File: src/design/jls_ram.sv
// ----------------------------------------------------------------------------
// Generic RAM
// One write port, one read port, read data registered.
// ----------------------------------------------------------------------------
`default_nettype none

module jls_ram #(
   parameter int WIDTH = 40,
   parameter int DEPTH = 64
) (
   input  wire logic                     clock,
   input  wire logic                     we,
   input  wire logic [$clog2(DEPTH)-1:0] waddr,
   input  wire logic [WIDTH-1:0]         wdata,
   input  wire logic [$clog2(DEPTH)-1:0] raddr,
   output logic      [WIDTH-1:0]         rdata
);

   logic [WIDTH-1:0] mem_ff [DEPTH];
   logic [WIDTH-1:0] rdata_ff;

   always_ff @(posedge clock) begin
      if (we) begin
         mem_ff[waddr] <= wdata;
      end
      rdata_ff <= mem_ff[raddr];
   end

   assign rdata = rdata_ff;

endmodule

`default_nettype wire

File: config.mk
export PLATFORM = sky130hd
export DESIGN_NAME = jls_ram
export DESIGN_NICKNAME = d
export VERILOG_FILES = /design/src/design/jls_ram.sv
export SDC_FILE = /design/constraint.sdc
export NUM_CORES = 2
export LEC_CHECK = 0
export BUFFER_PORTS_ARGS = -buffer_cell sky130_fd_sc_hd__buf_2
export CAP_MARGIN = 0
export CORE_MARGIN = 1
export CORE_UTILIZATION = 40
export CTS_CLUSTER_SIZE = 40
export DETAILED_ROUTE_END_ITERATION = 10
export GPL_TIMING_DRIVEN = 0
export SYNTH_ARGS = -nofsm -noshare
export SYNTH_HDL_FRONTEND = slang
export SYNTH_SLANG_ARGS = --single-unit
File: constraint.sdc
create_clock -name clock -period 4.2 [get_ports clock]
set_input_delay 0.21 -clock clock [delete_from_list [all_inputs] [get_ports clock]]
set_output_delay 0.21 -clock clock [all_outputs]
set_load 0.02 [all_outputs]
==> report_table.html <==
<table>
<tr><th>Metric</th><th>Value</th></tr>
<tr><th colspan="2">Status</th></tr>
<tr><td>Status</td><td>finished with violations</td></tr>
<tr><td>Violated checks</td><td>capacitance limit, slew limit</td></tr>
<tr><th colspan="2">Synth</th></tr>
<tr><td>Post-synth ARST share</td><td>0</td></tr>
<tr><td>Number of instances in the synthesized netlist</td><td>4195</td></tr>
<tr><td>Number of distinct library cells after synthesis</td><td>36</td></tr>
<tr><td>Number of synthesized flops with an enable pin</td><td>2560</td></tr>
<tr><td>Average cell area after synthesis</td><td>23.32 sq um</td></tr>
<tr><td>Most common flop cell mapped by yosys</td><td>edfxtp_1</td></tr>
<tr><td>Number of synthesis warnings</td><td>0</td></tr>
<tr><td>Synthesized cell area</td><td>97840 sq um</td></tr>
<tr><td>Sequential fraction of the synthesis area</td><td>0.7939</td></tr>
<tr><td>Net Count, Synth</td><td>4249</td></tr>
<tr><td>Number of synthesized register bits</td><td>2600</td></tr>
<tr><th colspan="2">CTS</th></tr>
<tr><td>Number of buffers added by the clock tree synthesis step</td><td>284</td></tr>
<tr><td>Clock H-tree levels</td><td>5</td></tr>
<tr><td>Reg clk slew, reported paths</td><td>0.06 ns</td></tr>
<tr><td>Clk Latency, worst-skew pair</td><td>0.91 ns</td></tr>
<tr><td>Clock tree from TritonCTS</td><td>done</td></tr>
<tr><td>CTS max path bufs</td><td>4</td></tr>
<tr><td>Master cell of the clock root buffer</td><td>clkbuf_16</td></tr>
<tr><td>CTS Sinks</td><td>2600</td></tr>
<tr><td>Number of buffers inserted to repair setup after CTS</td><td>0</td></tr>
<tr><th colspan="2">Worst setup path</th></tr>
<tr><td>Crit path buf inv count</td><td>4</td></tr>
<tr><td>Endpoint class of the critical path</td><td>flop</td></tr>
<tr><td>Req. time, crit path</td><td>5.01 ns</td></tr>
<tr><td>Critical R2R Capture</td><td>rdata[25]</td></tr>
<tr><td>CP startpoint kind</td><td>input pin</td></tr>
<tr><td>Maximum cell stage delay along the critical path</td><td>1.35 ns</td></tr>
<tr><td>CP startpoint</td><td>raddr[3]</td></tr>
<tr><td>Arrival @ worst endpoint</td><td>4.49 ns</td></tr>
<tr><td>Capturing instance or port of the critical path</td><td>rdata[25]</td></tr>
<tr><td>Critical Path Slowest Stage Cell</td><td>nor4_1</td></tr>
<tr><td>Worst setup path class</td><td>in2reg</td></tr>
<tr><td>Series of cell instances along the critical path</td><td>buf_2, buf_2, nor2b_1, nand2b_1, clkbuf_1, clkbuf_1, o22ai_1, nor4_1, o22a_1</td></tr>
<tr><td>Reg2Reg Depth</td><td>4</td></tr>
<tr><td>Cell class contributing the biggest share of worst-path delay</td><td>simple AND/OR/NAND/NOR gates</td></tr>
<tr><td>Launch instance of the worst register-to-register path</td><td>mem_ff[6][25]</td></tr>
<tr><td>Critical-path maximum fanout</td><td>11</td></tr>
<tr><td>Logic depth of the worst setup path including buffers</td><td>9</td></tr>
<tr><td>Register-to-register setup slack</td><td>1.62 ns</td></tr>
<tr><th colspan="2">GRT</th></tr>
<tr><td>Global-route wire length before repair</td><td>381700 um</td></tr>
<tr><td>Antenna violations before repair</td><td>30</td></tr>
<tr><td>Met1 Usage GRT</td><td>0.3114</td></tr>
<tr><td>Aggregate global-route resource usage</td><td>0.2246</td></tr>
<tr><td>Fraction of met2 tracks used by global routing</td><td>0.3566</td></tr>
<tr><td>GRT busiest layer</td><td>met2</td></tr>
<tr><td>Congestion Overflow GR</td><td>0</td></tr>
<tr><td>Met3 global-route usage</td><td>0.04109</td></tr>
<tr><td>Pin count of the biggest net entering global routing</td><td>65</td></tr>
<tr><td>Number of global-route vias before repair</td><td>47800</td></tr>
<tr><th colspan="2">STA</th></tr>
<tr><td>Unrepaired setup endpoints after global routing</td><td>false</td></tr>
<tr><td>Number of endpoints failing setup at the final stage</td><td>0</td></tr>
<tr><td>Period minus WS final</td><td>3.688 ns</td></tr>
<tr><td>Final count of hold timing violations</td><td>0</td></tr>
<tr><td>Worst-Margin Slew</td><td>1.608 ns</td></tr>
<tr><td>Share of the clock period used by the worst path after layout</td><td>0.8780</td></tr>
<tr><td>Number of pins with negative max-slew slack in the final report</td><td>2</td></tr>
<tr><td>Relative slew margins</td><td>-0.08178</td></tr>
<tr><td>Worst-case hold slack</td><td>0.05080 ns</td></tr>
<tr><td>Final setup skew</td><td>0.06438 ns</td></tr>
<tr><td>Max Clock Freq</td><td>271.2 MHz</td></tr>
<tr><th colspan="2">Run</th></tr>
<tr><td>Max-capacitance violation count</td><td>1</td></tr>
<tr><th colspan="2">Die</th></tr>
<tr><td>Chip width</td><td>496.6 um</td></tr>
<tr><td>Die boundary height</td><td>496.6 um</td></tr>
<tr><td>Initial standard-cell utilization of the core</td><td>0.4022</td></tr>
<tr><td># rows</td><td>181</td></tr>
<tr><td>Core footprint</td><td>243200 sq um</td></tr>
<tr><td>Die Footprint</td><td>246600 sq um</td></tr>
<tr><td>Number of primary I/O pins</td><td>94</td></tr>
<tr><th colspan="2">Place</th></tr>
<tr><td>Detailed-placement wirelength estimate</td><td>180200 um</td></tr>
<tr><td>Count of input and output buffers</td><td>85</td></tr>
<tr><td>Instance area at placement</td><td>105000 sq um</td></tr>
<tr><td>Final weighted congestion of routability-driven global placement</td><td>0.8793</td></tr>
<tr><th colspan="2">Pwr</th></tr>
<tr><td>Leakage dissipation</td><td>35.43 nW</td></tr>
<tr><td>Peak supply drop</td><td>0.3701 mV</td></tr>
<tr><td>Total power per unit cell area</td><td>488.5 nW/um^2</td></tr>
<tr><th colspan="2">Layout</th></tr>
<tr><td>Share of layout cells above drive strength 1</td><td>0.2953</td></tr>
<tr><td>Net count, final</td><td>4750</td></tr>
<tr><td>Layout area overhead</td><td>16.58%</td></tr>
<tr><td>Filler Cells Inserted</td><td>19820</td></tr>
<tr><td>Commonest non-fill, non-tap cell in the layout</td><td>edfxtp_1</td></tr>
<tr><td>Final Cell Area</td><td>114100 sq um</td></tr>
<tr><td>Commonest non-fill, non-tap cells in the layout</td><td>2560 x edfxtp_1, 608 x mux4_2, 289 x clkbuf_16</td></tr>
<tr><th colspan="2">Drt</th></tr>
<tr><td>Count of nets left with antenna violations after detail routing</td><td>0</td></tr>
<tr><td>Per-cell via count in the routed design</td><td>5.989</td></tr>
<tr><td>Iteration-0 DRC Markers</td><td>6390</td></tr>
<tr><td>Routed wire length per instance</td><td>34.19 um</td></tr>
<tr><td>WL final</td><td>277400 um</td></tr>
<tr><td>Number of DRC violations after detailed routing</td><td>0</td></tr>
<tr><td>Number of iterations in the first detailed-routing pass</td><td>5</td></tr>
<tr><td>Number of vias after detailed routing</td><td>48590</td></tr>
<tr><th colspan="2">Hold path</th></tr>
<tr><td>Min-Delay Path Class</td><td>in2reg</td></tr>
</table>
[repair_timing]
item                                   CTS  global route
gates resized for setup                  0             0
hold buffers                             4            12
endpoints found under the hold margin   27           375
[per-layer routing]
layer  wire length [um]  share of wire
met5                 75        0.00027
met4              10470          0.038
met3              25860          0.093
met2             132400           0.48
met1             108600           0.39
[report_power, final]
group / internal, W / switching (W) / leakage, nW
clock: 0.0140 / 0.00994 / 4.29
sequential: 0.0287 / 0.0000565 / 23.4
combinational: 0.000961 / 0.00200 / 7.77
total: 0.0437 / 0.0120 / 35.4
[worst min path at each step]
stage	to	startpoint	slack, ns	cells after the start
detailed placement	rdata[27]	rdata[27]	0.62	1
floorplan	mem_ff[0][0]	wdata[0]	0.31	0
CTS	mem_ff[7][20]	wdata[20]	0.01	1
global route	mem_ff[62][7]	wdata[7]	0.08	1
finish	mem_ff[60][7]	wdata[7]	0.05	1
global placement	rdata[25]	rdata[25]	0.63	1
[sequential cells by signal, indices dropped and copies added, names as in the netlist]
| register | count |
|---|---|
| rdata | 40 |
| mem_ff | 2560 |
[worst register-to-register path, cell delays in order (launching register included)]
cell and delay (ns):
edfxtp_1 0.32, mux4_2 0.23, o22ai_1 0.11, nor4_1 1.35
o22a_1 0.44
[logic make-up after synthesis]
family,share of synthesized area
flip-flops,0.7939
buffers and inverters,0.01266
AO/OA/AOI/OAI,0.02677
AND/OR/NAND/NOR,0.01076
multiplexers,0.1559
[area by class of cell]
| type | instances | area (sq um) | area share |
|---|---|---|---|
| Timing Repair Buffer | 215 | 2850 | 0.02499 |
| Sequential cell | 2600 | 77670 | 0.6810 |
| Tap cell | 3202 | 4006 | 0.03513 |
| Antenna cell | 17 | 42.54 | 0.0003730 |
| Buffer | 238 | 1239 | 0.01086 |
| Multi-Input combinational cell | 1357 | 19470 | 0.1707 |
| Clock inverter | 122 | 1160 | 0.01017 |
| Clock buffer | 362 | 7616 | 0.06677 |
[metrics by stage]
| stage | utilization | worst slack [ns] | total power [W] | TNS, ns | cells |
|---|---|---|---|---|---|
| floorplan | - | 0.2677 | 0.03075 | 0 | 4195 |
| global placement | 0.4205 | -4.334 | 0.03219 | -3207.87 | 7482 |
| detailed placement | 0.4316 | -0.3599 | 0.03230 | -2.496 | 7592 |
| CTS | 0.4678 | 0.5858 | 0.05599 | 0 | 8080 |
| global route | 0.4689 | 0.7479 | 0.05703 | 0 | 8106 |
| finish | 0.4689 | 0.5124 | 0.05572 | 0 | 8113 |
[Yosys cell counts (4+ instances only)]
master,count,area [sq um]
edfxtp_1,2560,76870
mux4_2,608,13690
o22ai_1,143,894.6
mux2i_1,113,1131
nor2_1,97,364.1
buf_2,81,405.4
clkbuf_1,80,300.3
a21oi_1,68,340.3
buf_4,49,367.9
o221ai_1,42,367.9
dfxtp_1,40,800.8
mux2_2,38,427.9
a221oi_1,34,297.8
nor4_1,34,212.7
o22a_1,26,227.7
buf_1,20,75.07
nand2_1,19,71.32
a22oi_1,18,135.1
a22o_1,16,140.1
nor2b_1,16,100.1
o21ai_1,14,70.07
nand2b_1,13,81.33
buf_6,8,90.09
nand3_1,8,40.04
o21a_1,8,60.06
o21ai_0,8,40.04
a211oi_1,6,45.04
and3_1,6,37.54
and2_1,4,25.02
or2_2,4,25.02
Note: power is estimated with default switching activity, not from simulation.
