===== src/design/jls_pkg.sv =====
// ----------------------------------------------------------------------------
// Jacobi solver package
// Number format, index widths, request codes and register indexes.
// ----------------------------------------------------------------------------
`default_nettype none

package jls_pkg;

   localparam int MAX_UNKNOWNS   = 64;
   localparam int VALUE_BITS     = 40;
   localparam int FRACTION_BITS  = 16;
   localparam int IDX_BITS       = $clog2(MAX_UNKNOWNS);
   localparam int COUNT_BITS     = $clog2(MAX_UNKNOWNS + 1);
   localparam int COEF_ADDR_BITS = 2 * IDX_BITS;
   localparam int SWEEP_BITS     = 16;
   localparam int TOL_BITS       = VALUE_BITS - 1;
   localparam int CSR_IDX_BITS   = 2;
   localparam int CSR_DATA_BITS  = TOL_BITS;

   typedef logic signed [VALUE_BITS-1:0] value_type;

   localparam value_type VALUE_MAX = {1'b0, {(VALUE_BITS-1){1'b1}}};
   localparam value_type VALUE_MIN = {1'b1, {(VALUE_BITS-1){1'b0}}};

   typedef enum logic [1:0] {
      OP_COEF  = 2'd0,
      OP_RHS   = 2'd1,
      OP_SOLVE = 2'd2
   } op_type;

   localparam logic [CSR_IDX_BITS-1:0] CSR_UNKNOWNS   = 2'd0;
   localparam logic [CSR_IDX_BITS-1:0] CSR_MAX_SWEEPS = 2'd1;
   localparam logic [CSR_IDX_BITS-1:0] CSR_TOLERANCE  = 2'd2;

   localparam logic [COUNT_BITS-1:0] UNKNOWNS_RESET   = COUNT_BITS'(MAX_UNKNOWNS);
   localparam logic [SWEEP_BITS-1:0] MAX_SWEEPS_RESET = 16'd100;
   localparam logic [TOL_BITS-1:0]   TOLERANCE_RESET  = TOL_BITS'(1);

   // Handshake between the sequencer and the multiplier pipeline.
   typedef struct packed {
      logic      valid;
      value_type product;
      logic      busy;
   } mac_status_type;

endpackage

`default_nettype wire


===== src/design/jls_div.sv =====
// ----------------------------------------------------------------------------
// Jacobi solver divider
// Restoring division, one quotient bit per cycle, scaled and saturated.
// ----------------------------------------------------------------------------
`default_nettype none

module jls_div (
   input  wire logic               clock,
   input  wire logic               reset,
   input  wire logic               start,
   input  wire jls_pkg::value_type numer,
   input  wire jls_pkg::value_type denom,
   output logic                    done,
   output jls_pkg::value_type      quotient
);
   import jls_pkg::*;

   localparam int NUM_BITS = VALUE_BITS + FRACTION_BITS;
   localparam int CNT_BITS = $clog2(NUM_BITS + 1);

   typedef enum logic [1:0] {
      DV_IDLE,
      DV_BUSY,
      DV_FINISH
   } dv_state_type;

   dv_state_type state_ff, state_in;
   logic [NUM_BITS-1:0]   num_ff, num_in, q_ff, q_in, limit;
   logic [VALUE_BITS:0]   rem_ff, rem_in, shifted;
   logic [VALUE_BITS-1:0] dm_ff, dm_in, n_mag, d_mag, sat;
   logic [CNT_BITS-1:0]   cnt_ff, cnt_in;
   logic neg_ff, neg_in, done_ff, done_in;
   value_type quot_ff, quot_in;

   assign n_mag = numer[VALUE_BITS-1] ? (~numer + 1'b1) : numer;
   assign d_mag = denom[VALUE_BITS-1] ? (~denom + 1'b1) : denom;

   always_comb begin
      state_in = state_ff;
      num_in   = num_ff;
      q_in     = q_ff;
      rem_in   = rem_ff;
      dm_in    = dm_ff;
      cnt_in   = cnt_ff;
      neg_in   = neg_ff;
      done_in  = 1'b0;
      quot_in  = quot_ff;
      shifted  = {rem_ff[VALUE_BITS-1:0], num_ff[NUM_BITS-1]};
      limit    = neg_ff ? (NUM_BITS'(1) << (VALUE_BITS - 1))
                        : ((NUM_BITS'(1) << (VALUE_BITS - 1)) - 1'b1);
      sat      = (q_ff > limit) ? limit[VALUE_BITS-1:0] : q_ff[VALUE_BITS-1:0];
      unique case (state_ff)
         DV_IDLE: begin
            if (start) begin
               num_in   = {n_mag, {FRACTION_BITS{1'b0}}};
               q_in     = '0;
               rem_in   = '0;
               dm_in    = d_mag;
               neg_in   = numer[VALUE_BITS-1] ^ denom[VALUE_BITS-1];
               cnt_in   = CNT_BITS'(NUM_BITS);
               state_in = DV_BUSY;
            end
         end
         DV_BUSY: begin
            if (shifted >= {1'b0, dm_ff}) begin
               rem_in = shifted - {1'b0, dm_ff};
               q_in   = {q_ff[NUM_BITS-2:0], 1'b1};
            end else begin
               rem_in = shifted;
               q_in   = {q_ff[NUM_BITS-2:0], 1'b0};
            end
            num_in = num_ff << 1;
            cnt_in = cnt_ff - 1'b1;
            if (cnt_ff == CNT_BITS'(1)) begin
               state_in = DV_FINISH;
            end
         end
         DV_FINISH: begin
            quot_in  = neg_ff ? value_type'(~sat + 1'b1) : value_type'(sat);
            done_in  = 1'b1;
            state_in = DV_IDLE;
         end
         default: state_in = DV_IDLE;
      endcase
   end

   always_ff @(posedge clock) begin
      if (reset) begin
         state_ff <= DV_IDLE;
         done_ff  <= 1'b0;
      end else begin
         state_ff <= state_in;
         done_ff  <= done_in;
      end
      num_ff  <= num_in;
      q_ff    <= q_in;
      rem_ff  <= rem_in;
      dm_ff   <= dm_in;
      cnt_ff  <= cnt_in;
      neg_ff  <= neg_in;
      quot_ff <= quot_in;
   end

   assign done     = done_ff;
   assign quotient = quot_ff;

endmodule

`default_nettype wire


===== config.mk =====
export PLATFORM = sky130hd
export DESIGN_NAME = jls_div
export DESIGN_NICKNAME = d
export VERILOG_FILES = /design/src/design/jls_pkg.sv /design/src/design/jls_div.sv
export SDC_FILE = /design/constraint.sdc
export NUM_CORES = 1
export LEC_CHECK = 0
export BUFFER_PORTS_ARGS = -buffer_cell sky130_fd_sc_hd__buf_4
export CAP_MARGIN = 30
export CELL_PAD_IN_SITES_DETAIL_PLACEMENT = 0
export CELL_PAD_IN_SITES_GLOBAL_PLACEMENT = 1
export CORE_UTILIZATION = 48
export CTS_CLUSTER_DIAMETER = 40
export DETAILED_ROUTE_END_ITERATION = 8
export PLACE_DENSITY_LB_ADDON = 0.15
export SLEW_MARGIN = 5
export SYNTH_ARGS = -nofsm -noshare
export SYNTH_HDL_FRONTEND = slang
export SYNTH_SLANG_ARGS = --single-unit

===== constraint.sdc =====
create_clock -name clock -period 9.3 [get_ports clock]
set_clock_uncertainty 0.2 [all_clocks]
set_input_delay 0.465 -clock clock [delete_from_list [all_inputs] [get_ports clock]]
set_output_delay 0.465 -clock clock [all_outputs]
set_load 0.01 [all_outputs]

==> flow_summary.yaml <==
clock_network:
  tritoncts: "built"
  clock_tree.buffer_depth: 3
  cts.clk_slew.worst_paths_ps: 50
  cts_buffers: 36
  clock-root-buffer: "clkbuf_16"
  cts.sinks: 226
  post_cts_buffers: 0
  worstSkewPairLatency_ps: 510
  cts-htree-levels: 2
synthesis:
  synthesis.nets: 1689
  synth_compound_area_frac: 0.178
  synthSimpleGateAreaFrac: 0.184
  syn-instance-count: 1520
  synth_area_per_cell_um2: 9.74
  yosysWarnings: 0
  synth_edf_count: 223
  synth_cell_type_count: 73
  synth_top_family_by_area: "simple AND/OR/NAND/NOR gates"
  ys_ff_latch: 226
  synthFlopType: "edfxtp_1"
  synth-adder-area-share: 0.0732
  synth.yosys.seq_area_share: 0.456
  synth.mux.area_fraction: 0.00414
  async_reset_ff_frac: 0
  syn_area_mm2: 0.0148
  synthXorXnorAreaFrac: 0.0663
floorplan:
  num_rows: 63
  io_pins: 124
  core_mm2: 0.0300
  fp.dieH_um: 178
  die_x_um: 178
  initial_utilization: 0.494
  die_area_mm2: 0.0315
final_layout:
  insertedDiodeCount: 0
  regArea_mm2: 0.00676
  multi_input_area_mm2: 0.00754
  fin_nets: 1790
  n_fill_cell: 2644
  drive_gt1_frac: 0.137
  syn2layout_area_growth_pct: 16.9
detailed_routing:
  via_per_inst: 5.92
  totalWireLength_um: 36400
  drt_iter0_drc: 996
  ant_nets: 0
  wl_per_cell_um: 17.9
  dr.pass1.iters: 5
  drc: 0
  vias: 12053
timing:
  holdWs_ps: 54.1
  slew_violations: 0
  finalSetupTns_ps: 0
  timing.final.crit_share: 0.748
  tightest_slew_ps: 1020
  min_period_ps: 6960
  finalSetupViolations: 0
  rsz0062_at_grt: "false"
  finalHoldViolCount: 0
  max-slew-margin-rel: 0.315
  max_freq_mhz: 144
global_routing:
  antenna_found_initial: 0
  grt_max_degree: 82
  grt-ovfl-total: 0
  grt_pass1_wl_um: 58800
  grt.total_usage: 0.233
  grt_pass1_vias: 11402
hold_path:
  min_path_type: "in -> reg"
placed_design:
  dpl.hpwl_um: 25100
  io_buffers: 123
  gp_congestion: 0.891
outcome:
  status: "finished, final reports clean"
power:
  p_per_area_mw_per_mm2: 195
  leakage_nw: 6.66
  ir_drop_uv: 144
worst_setup_path:
  worstPathRequired_ps: 9310
  worstSetupEndpointType: "flop"
  cp-start-kind: "flop"
  worst-setup-path-type: "reg -> reg"
  critPathArrivalTime_ps: 6970
  critPathMaxFanout: 81
flow_run:
  drv.max_cap_violation_count: 0
## worst paths after layout
check,cells past startpoint,slack (ps),startpoint,endpoint
worst max-delay path,20,2340,neg_ff$_DFFE_PP_,quotient[38]$_DFFE_PP_
worst max register to register,20,2340,neg_ff$_DFFE_PP_,quotient[38]$_DFFE_PP_
worst min-delay path,2,50,denom[26],dm_ff[26]$_DFFE_PP_
worst min register to register,2,320,num_ff[34]$_DFFE_PP_,num_ff[35]$_DFFE_PP_
## cells in the final DEF (no fill, tap or decap), types with 37 or more instances in the layout
cell	netlist	final
xnor2_1	59	59
ha_1	85	85
nor3_1	44	44
nor2_1	76	74
buf_4	0	134
nand3_1	73	72
nand2_1	137	137
and2_1	55	55
a21oi_1	107	107
clkbuf_16	0	37
edfxtp_1	223	223
xor2_1	53	53
inv_1	72	72
o21ai_0	133	133
## power by group
| group | internal [mW] | switching, mW |
|---|---|---|
| sequential | 1.24 | 0.0716 |
| clock | 0.846 | 0.489 |
| combinational | 0.291 | 0.436 |
| total | 2.38 | 0.996 |
## metal layers
layer  vias to the layer above  part of all wire  GRT usage
met2                       369              0.45      0.373
met5                         -                 0          0
li1                       5915                 -          -
met1                      5696              0.47      0.329
met3                        73             0.057     0.0319
met4                         0             0.022     0.0687
## critical path, cell delays in order (launching register included)
cell and delay (ps):
edfxtp_1 560, buf_4 710, ha_1 240, nand4_1 160, nor4_1 370, and3_1 280, nand4_1 190, o31a_1 180
a31oi_2 140, buf_4 390, nor2_1 160, a21oi_1 220, ha_1 650, inv_1 280, or4_1 630, or2_2 370
nor2_1 210, nand4_1 130, nor3_1 220, mux2i_1 230, nor3_1 80
## what timing repair did
item / CTS / global route
endpoints found under the hold margin: 4 / 0
hold buffers: 2 / 0
resized for setup: 0 / 0
## flip-flops by register name, summed over array words and instances (netlist names)
name / cells
done: 1
q_ff: 56
neg_ff: 1
dm_ff: 40
state_ff: 2
num_ff: 40
cnt_ff: 6
rem_ff: 40
quotient: 40
## stage by stage
step | cells | power [mW] | util | area (µm²) | setup slack [ps]
detailed placement | 1971 | 2.05 | 0.537 | 16100 | 2460
CTS | 2037 | 3.39 | 0.578 | 17300 | 2430
floorplan | 1520 | 1.85 | - | 14800 | 2030
finish | 2037 | 3.37 | 0.578 | 17300 | 2340
global route | 2037 | 3.54 | 0.578 | 17300 | 1660
global placement | 1969 | 2.04 | 0.536 | 16100 | 2700
## Yosys cell counts, types with 12 or more instances
cell      number  share of area
nor4_1        19         0.0080
a31oi_1       14         0.0059
a21oi_1      107          0.036
o41ai_1       13         0.0077
or3_1         16         0.0068
or4_1         20          0.010
xor2_1        53          0.031
nand4_1       21         0.0089
nor2_1        76          0.019
o311ai_0      15         0.0089
nand2b_1      12         0.0051
xnor2_1       59          0.035
o31ai_1       25          0.013
and3_1        12         0.0051
ha_1          85          0.072
inv_1         72          0.018
nand3_1       73          0.025
clkbuf_1      69          0.017
and2_1        55          0.023
o21ai_0      133          0.045
nand2_1      137          0.035
edfxtp_1     223           0.45
o211ai_1      15         0.0076
a211oi_1      14         0.0071
a21o_1        22          0.011
nor3_1        44          0.015
## kinds of logic (layout without fill, tap and decap cells)
kind of cell	Yosys count	after routing
DFF	226	226
and+or+nand+nor	525	525
buffers and inverters	147	274
AOI/OAI and AO/OA	418	418
xor gates and xnor gates	112	112
adders and majority gates	86	86
muxes	6	6
## cell type report
type | instances | share of cell area
clock buffers | 41 | 0.0544
clock inverters | 23 | 0.0150
inverters | 72 | 0.0156
multi-input cells | 1147 | 0.436
flip-flops and latches | 226 | 0.390
well taps | 390 | 0.0282
repair buffers | 138 | 0.0607
Note: power is estimated with default switching activity, not from simulation.
