## src/design/jls_pkg.sv

```systemverilog
// ----------------------------------------------------------------------------
// Jacobi solver package
// Number format, index widths, request codes and register indexes.
// ----------------------------------------------------------------------------
`default_nettype none

package jls_pkg;

   localparam int MAX_UNKNOWNS   = 64;
   localparam int VALUE_BITS     = 40;
   localparam int FRACTION_BITS  = 16;
   localparam int IDX_BITS       = $clog2(MAX_UNKNOWNS);
   localparam int COUNT_BITS     = $clog2(MAX_UNKNOWNS + 1);
   localparam int COEF_ADDR_BITS = 2 * IDX_BITS;
   localparam int SWEEP_BITS     = 16;
   localparam int TOL_BITS       = VALUE_BITS - 1;
   localparam int CSR_IDX_BITS   = 2;
   localparam int CSR_DATA_BITS  = TOL_BITS;

   typedef logic signed [VALUE_BITS-1:0] value_type;

   localparam value_type VALUE_MAX = {1'b0, {(VALUE_BITS-1){1'b1}}};
   localparam value_type VALUE_MIN = {1'b1, {(VALUE_BITS-1){1'b0}}};

   typedef enum logic [1:0] {
      OP_COEF  = 2'd0,
      OP_RHS   = 2'd1,
      OP_SOLVE = 2'd2
   } op_type;

   localparam logic [CSR_IDX_BITS-1:0] CSR_UNKNOWNS   = 2'd0;
   localparam logic [CSR_IDX_BITS-1:0] CSR_MAX_SWEEPS = 2'd1;
   localparam logic [CSR_IDX_BITS-1:0] CSR_TOLERANCE  = 2'd2;

   localparam logic [COUNT_BITS-1:0] UNKNOWNS_RESET   = COUNT_BITS'(MAX_UNKNOWNS);
   localparam logic [SWEEP_BITS-1:0] MAX_SWEEPS_RESET = 16'd100;
   localparam logic [TOL_BITS-1:0]   TOLERANCE_RESET  = TOL_BITS'(1);

   // Handshake between the sequencer and the multiplier pipeline.
   typedef struct packed {
      logic      valid;
      value_type product;
      logic      busy;
   } mac_status_type;

endpackage

`default_nettype wire

```

## src/design/jls_mac.sv

```systemverilog
// ----------------------------------------------------------------------------
// Jacobi solver product pipeline
// Two-stage fixed-point multiply: partial products, then combine, scale and
// saturate.
// ----------------------------------------------------------------------------
`default_nettype none

module jls_mac (
   input  wire logic                   clock,
   input  wire logic                   reset,
   input  wire logic                   in_valid,
   input  wire jls_pkg::value_type     coef,
   input  wire jls_pkg::value_type     x,
   output jls_pkg::mac_status_type     status
);
   import jls_pkg::*;

   localparam int LO_BITS   = VALUE_BITS / 2;
   localparam int HI_BITS   = VALUE_BITS - LO_BITS;
   localparam int WIDE_BITS = 2 * VALUE_BITS;

   typedef logic [WIDE_BITS-1:0] wide_type;

   logic [VALUE_BITS-1:0] a_mag, b_mag;
   logic s1_valid_ff, s1_valid_in, s2_valid_ff, s2_valid_in;
   logic s1_neg_ff;
   logic [2*LO_BITS-1:0]       pll_ff;
   logic [LO_BITS+HI_BITS-1:0] plh_ff, phl_ff;
   logic [2*HI_BITS-1:0]       phh_ff;
   value_type prod_ff, prod_in;
   wide_type  full, scaled, limit, mag;

   assign a_mag = coef[VALUE_BITS-1] ? (~coef + 1'b1) : coef;
   assign b_mag = x[VALUE_BITS-1] ? (~x + 1'b1) : x;

   assign s1_valid_in = in_valid;
   assign s2_valid_in = s1_valid_ff;

   always_comb begin
      full = wide_type'(pll_ff) + (wide_type'(plh_ff) << LO_BITS)
           + (wide_type'(phl_ff) << LO_BITS) + (wide_type'(phh_ff) << (2 * LO_BITS));
      scaled = full >> FRACTION_BITS;
      // A negative result may reach one past the positive limit.
      limit = s1_neg_ff ? (wide_type'(1) << (VALUE_BITS - 1))
                        : ((wide_type'(1) << (VALUE_BITS - 1)) - 1'b1);
      mag = (scaled > limit) ? limit : scaled;
      prod_in = s1_neg_ff ? value_type'(~mag[VALUE_BITS-1:0] + 1'b1)
                          : value_type'(mag[VALUE_BITS-1:0]);
   end

   always_ff @(posedge clock) begin
      if (reset) begin
         s1_valid_ff <= 1'b0;
         s2_valid_ff <= 1'b0;
      end else begin
         s1_valid_ff <= s1_valid_in;
         s2_valid_ff <= s2_valid_in;
      end
      s1_neg_ff <= coef[VALUE_BITS-1] ^ x[VALUE_BITS-1];
      pll_ff    <= a_mag[LO_BITS-1:0] * b_mag[LO_BITS-1:0];
      plh_ff    <= a_mag[LO_BITS-1:0] * b_mag[VALUE_BITS-1:LO_BITS];
      phl_ff    <= a_mag[VALUE_BITS-1:LO_BITS] * b_mag[LO_BITS-1:0];
      phh_ff    <= a_mag[VALUE_BITS-1:LO_BITS] * b_mag[VALUE_BITS-1:LO_BITS];
      prod_ff   <= prod_in;
   end

   assign status.valid   = s2_valid_ff;
   assign status.product = prod_ff;
   assign status.busy    = s1_valid_ff | s2_valid_ff;

endmodule

`default_nettype wire

```

## config.mk

```make
export PLATFORM = sky130hd
export DESIGN_NAME = jls_mac
export DESIGN_NICKNAME = d
export VERILOG_FILES = /design/src/design/jls_pkg.sv /design/src/design/jls_mac.sv
export SDC_FILE = /design/constraint.sdc
export NUM_CORES = 2
export LEC_CHECK = 0
export ABC_CLOCK_PERIOD_IN_PS = 17100
export BUFFER_PORTS_ARGS = -buffer_cell sky130_fd_sc_hd__buf_2
export CORE_MARGIN = 1
export CORE_UTILIZATION = 65
export DETAILED_ROUTE_END_ITERATION = 6
export MAX_ROUTING_LAYER = met4
export PLACE_DENSITY = 0.82
export SLEW_MARGIN = 30
export SYNTH_ARGS = -nofsm -noshare
export SYNTH_HDL_FRONTEND = slang
export SYNTH_SLANG_ARGS = --single-unit
export TNS_END_PERCENT = 50
```

## constraint.sdc

```tcl
create_clock -name clock -period 17.1 [get_ports clock]
set_clock_uncertainty 0.1 [all_clocks]
set_input_delay 4.275 -clock clock [delete_from_list [all_inputs] [get_ports clock]]
set_output_delay 4.275 -clock clock [all_outputs]
set_load 0.005 [all_outputs]
```

==> impl_table.tex <==
\begin{tabular}{lr}
\hline
Metric & Value \\
\hline
\multicolumn{2}{l}{\textbf{Run status}} \\
\quad Violated checks & DRC \\
\quad Status & complete, but fails checks \\
\multicolumn{2}{l}{\textbf{Route}} \\
\quad Count of unresolved DRC violations after routing & 13 \\
\quad Vias after detailed routing & 53020 \\
\quad Count of TritonRoute iterations in the first routing pass & 7 \\
\quad Vias per cell & 6.184 \\
\quad Iter 0 DRT Violations & 5480 \\
\quad Detailed-route wire length per cell & 23.78 um \\
\quad Detail Route Antenna Nets & 0 \\
\quad Overall routed net length & 203900 um \\
\multicolumn{2}{l}{\textbf{Synthesis}} \\
\quad Number of distinct library cells after synthesis & 93 \\
\quad Post-synthesis instance total & 7294 \\
\quad Summed instance area of the synthesized netlist & 62670 um2 \\
\quad Fraction of registers with async set/reset & 0 \\
\quad Synthesized netlist net count & 9378 \\
\quad Biggest area consumer among synthesized cells & sky130\_fd\_sc\_hd\_\_fa\_1 \\
\quad Share of the synthesized area in the top cell type & 0.4217 \\
\quad Dominant cells by area after synthesis & sky130\_fd\_sc\_hd\_\_fa\_1 42\%, sky130\_fd\_sc\_hd\_\_ha\_1 14\%, sky130\_fd\_sc\_hd\_\_inv\_1 9.0\% \\
\quad Post-synthesis sequential area ratio & 0.05974 \\
\quad Synth Flop Type & sky130\_fd\_sc\_hd\_\_dfxtp\_1 \\
\quad Synth cell count leaders & 1502 x sky130\_fd\_sc\_hd\_\_inv\_1, 1320 x sky130\_fd\_sc\_hd\_\_fa\_1, 981 x sky130\_fd\_sc\_hd\_\_nor2\_1 \\
\quad Mean area per synthesized cell & 8.591 um2 \\
\quad Number of flops mapped to enable cells by yosys & 0 \\
\quad Most instantiated library cell after synthesis & sky130\_fd\_sc\_hd\_\_inv\_1 \\
\quad Number of synthesized register bits & 187 \\
\quad Ys Warns & 0 \\
\multicolumn{2}{l}{\textbf{Timing}} \\
\quad Tmin final & 15.36 ns \\
\quad Final cycle utilization of the critical path & 0.8981 \\
\quad Actual slew at the worst max-slew pin & 1.106 ns \\
\quad RSZ-0062 raised after global routing & false \\
\quad Max Transition Viols Final & 0 \\
\quad Final setup violation count & 0 \\
\quad Setup TNS & 0 ns \\
\quad Total count of hold-check failures in the final report & 0 \\
\quad Tightest slew margin relative to the limit & 0.2590 \\
\quad Highest clock rate & 0.06511 GHz \\
\multicolumn{2}{l}{\textbf{Hold path}} \\
\quad HP Class & reg -> reg \\
\multicolumn{2}{l}{\textbf{Layout}} \\
\quad Final Non-Filler Cells & 8574 \\
\quad \# nets final & 9364 \\
\quad Fraction of final layout cells with drive strength greater than 1 & 0.06664 \\
\quad Area growth syn-to-layout & 6.262\% \\
\quad Filler cells & 7410 \\
\multicolumn{2}{l}{\textbf{Die}} \\
\quad Placeable core region & 95290 um2 \\
\quad Number of core rows & 113 \\
\quad Number of placed I/O pins & 125 \\
\quad Vertical die dimension & 312.5 um \\
\quad Starting utilization of the core area & 0.6576 \\
\quad Die X-Extent & 312.5 um \\
\quad DIE AREA & 97650 um2 \\
\multicolumn{2}{l}{\textbf{Setup path}} \\
\quad Required arrival time at the worst endpoint & 17.38 ns \\
\quad Highest fanout seen on the critical path & 23 \\
\quad CP max stage delay & 0.68 ns \\
\quad Type of the setup path with the least slack & in -> reg \\
\quad Kind of cell adding the most delay to the critical path & adder cells \\
\quad Critical path buffers and inverters & 10 \\
\quad Type of origin of the critical path & input port \\
\quad Crit path arrival time & 15.64 ns \\
\quad Slowest cell on the critical path & sky130\_fd\_sc\_hd\_\_xor2\_4 \\
\quad Kind of end point of the critical path & flop \\
\multicolumn{2}{l}{\textbf{Clock tree}} \\
\quad Setup Fix Bufs, Post-CTS & 0 \\
\quad Clock latency reported for the late side of the worst-skew pair & 0.50 ns \\
\quad Clock-pin slew on the worst setup and hold paths & 0.08 ns \\
\quad Post-cts repair resize count & 0 \\
\quad \# hold bufs at CTS & 0 \\
\quad Count of H-tree levels built during CTS & 4 \\
\quad Root buffer cell & sky130\_fd\_sc\_hd\_\_clkbuf\_16 \\
\quad Number of CTS-inserted buffers & 17 \\
\quad Clock Tree Buf Depth & 2 \\
\quad TritonCTS clock tree & done \\
\quad Number of sinks driven by the clock tree & 187 \\
\multicolumn{2}{l}{\textbf{Place}} \\
\quad Number of buffers added on ports & 124 \\
\quad Detailed placer's ending HPWL & 160900 um \\
\quad Post-placement cell count & 8525 \\
\quad RD Place Congestion & 1.064 \\
\multicolumn{2}{l}{\textbf{GRT}} \\
\quad Number of global-route vias before repair & 54970 \\
\quad GRT Total Usage & 0.4408 \\
\quad Initial antenna violation count & 13 \\
\quad Largest net degree at the start of global routing & 93 \\
\quad First-pass GRT wire length & 313200 um \\
\quad Grt ovf & 0 \\
\multicolumn{2}{l}{\textbf{Run}} \\
\quad Max Cap Viol & 0 \\
\hline
\end{tabular}
layer usage:
layer / vias to the layer above / GRT usage / wire (um)
met4: 0 / 0.3111 / 18140
met3: 938 / 0.1269 / 28090
li1: 22200 / - / -
met5: - / - / 0
met1: 26270 / 0.5352 / 70250
met2: 3618 / 0.6322 / 87460
stage by stage:
step	util	worst slack (ns)	hold slack, ns	instance area, um2
after floorplan	-	2.913	0.3292	62670
after global placement	0.6907	1.789	0.3380	65820
after detailed placement	0.6914	1.466	0.3487	65880
after CTS	0.6981	1.969	0.3609	66520
after global routing	0.6987	1.255	0.3782	66580
final	0.6988	1.742	0.3586	66590
cell type report:
| cell class | count | area, um2 | area share |
|---|---|---|---|
| sequential | 187 | 3745 | 0.05624 |
| clock inverter | 15 | 211.5 | 0.003175 |
| multi-input combinational | 5281 | 53070 | 0.7970 |
| timing repair buffer | 290 | 1874 | 0.02815 |
| clock buffer | 17 | 425.4 | 0.006389 |
| inverter | 1503 | 5642 | 0.08472 |
| antenna | 16 | 40.04 | 0.0006013 |
| tap | 1265 | 1583 | 0.02377 |
cells in the final DEF (no fill, tap or decap), drive strengths merged, types with 47 or more instances in the layout:
cell type / instances
xor2: 125
a21o: 72
xnor2: 195
a21oi: 181
buf: 290
ha: 681
inv: 1510
fa: 1320
nor3: 67
nand3: 53
o21ai: 130
nand2: 904
nor2: 981
dfxtp: 187
nand4: 47
cells by family after synthesis:
logic type | share of synthesized area
AO/OA/AOI/OAI | 0.07070
XOR/XNOR | 0.04544
adder cells (fa/ha/maj) | 0.5577
buffers and inverters | 0.1108
flip-flops | 0.05974
multiplexers | 0.003614
AND/OR/NAND/NOR | 0.1521
state kept, by name, summed over array words and instances (netlist names):
register,flops
s2_valid_ff,1
s1_valid_ff,1
plh_ff,40
phh_ff,40
s1_neg_ff,1
prod_ff,40
phl_ff,40
pll_ff,24
worst paths after layout:
kind	start	endpoint	slack, ns	depth (start not counted)
setup / recovery	x[0]	plh_ff[36]$_DFF_P_	1.74	39
hold / removal	s1_valid_ff$_SDFF_PP0_	s2_valid_ff$_SDFF_PP0_	0.36	1
setup reg to reg	pll_ff[21]$_DFF_P_	prod_ff[38]$_DFF_P_	6.14	35
hold reg to reg	s1_valid_ff$_SDFF_PP0_	s2_valid_ff$_SDFF_PP0_	0.36	1
Power is left out: the tool's default activity adds up to more than one toggle a clock period on the data nets, which glitch-free logic cannot reach.
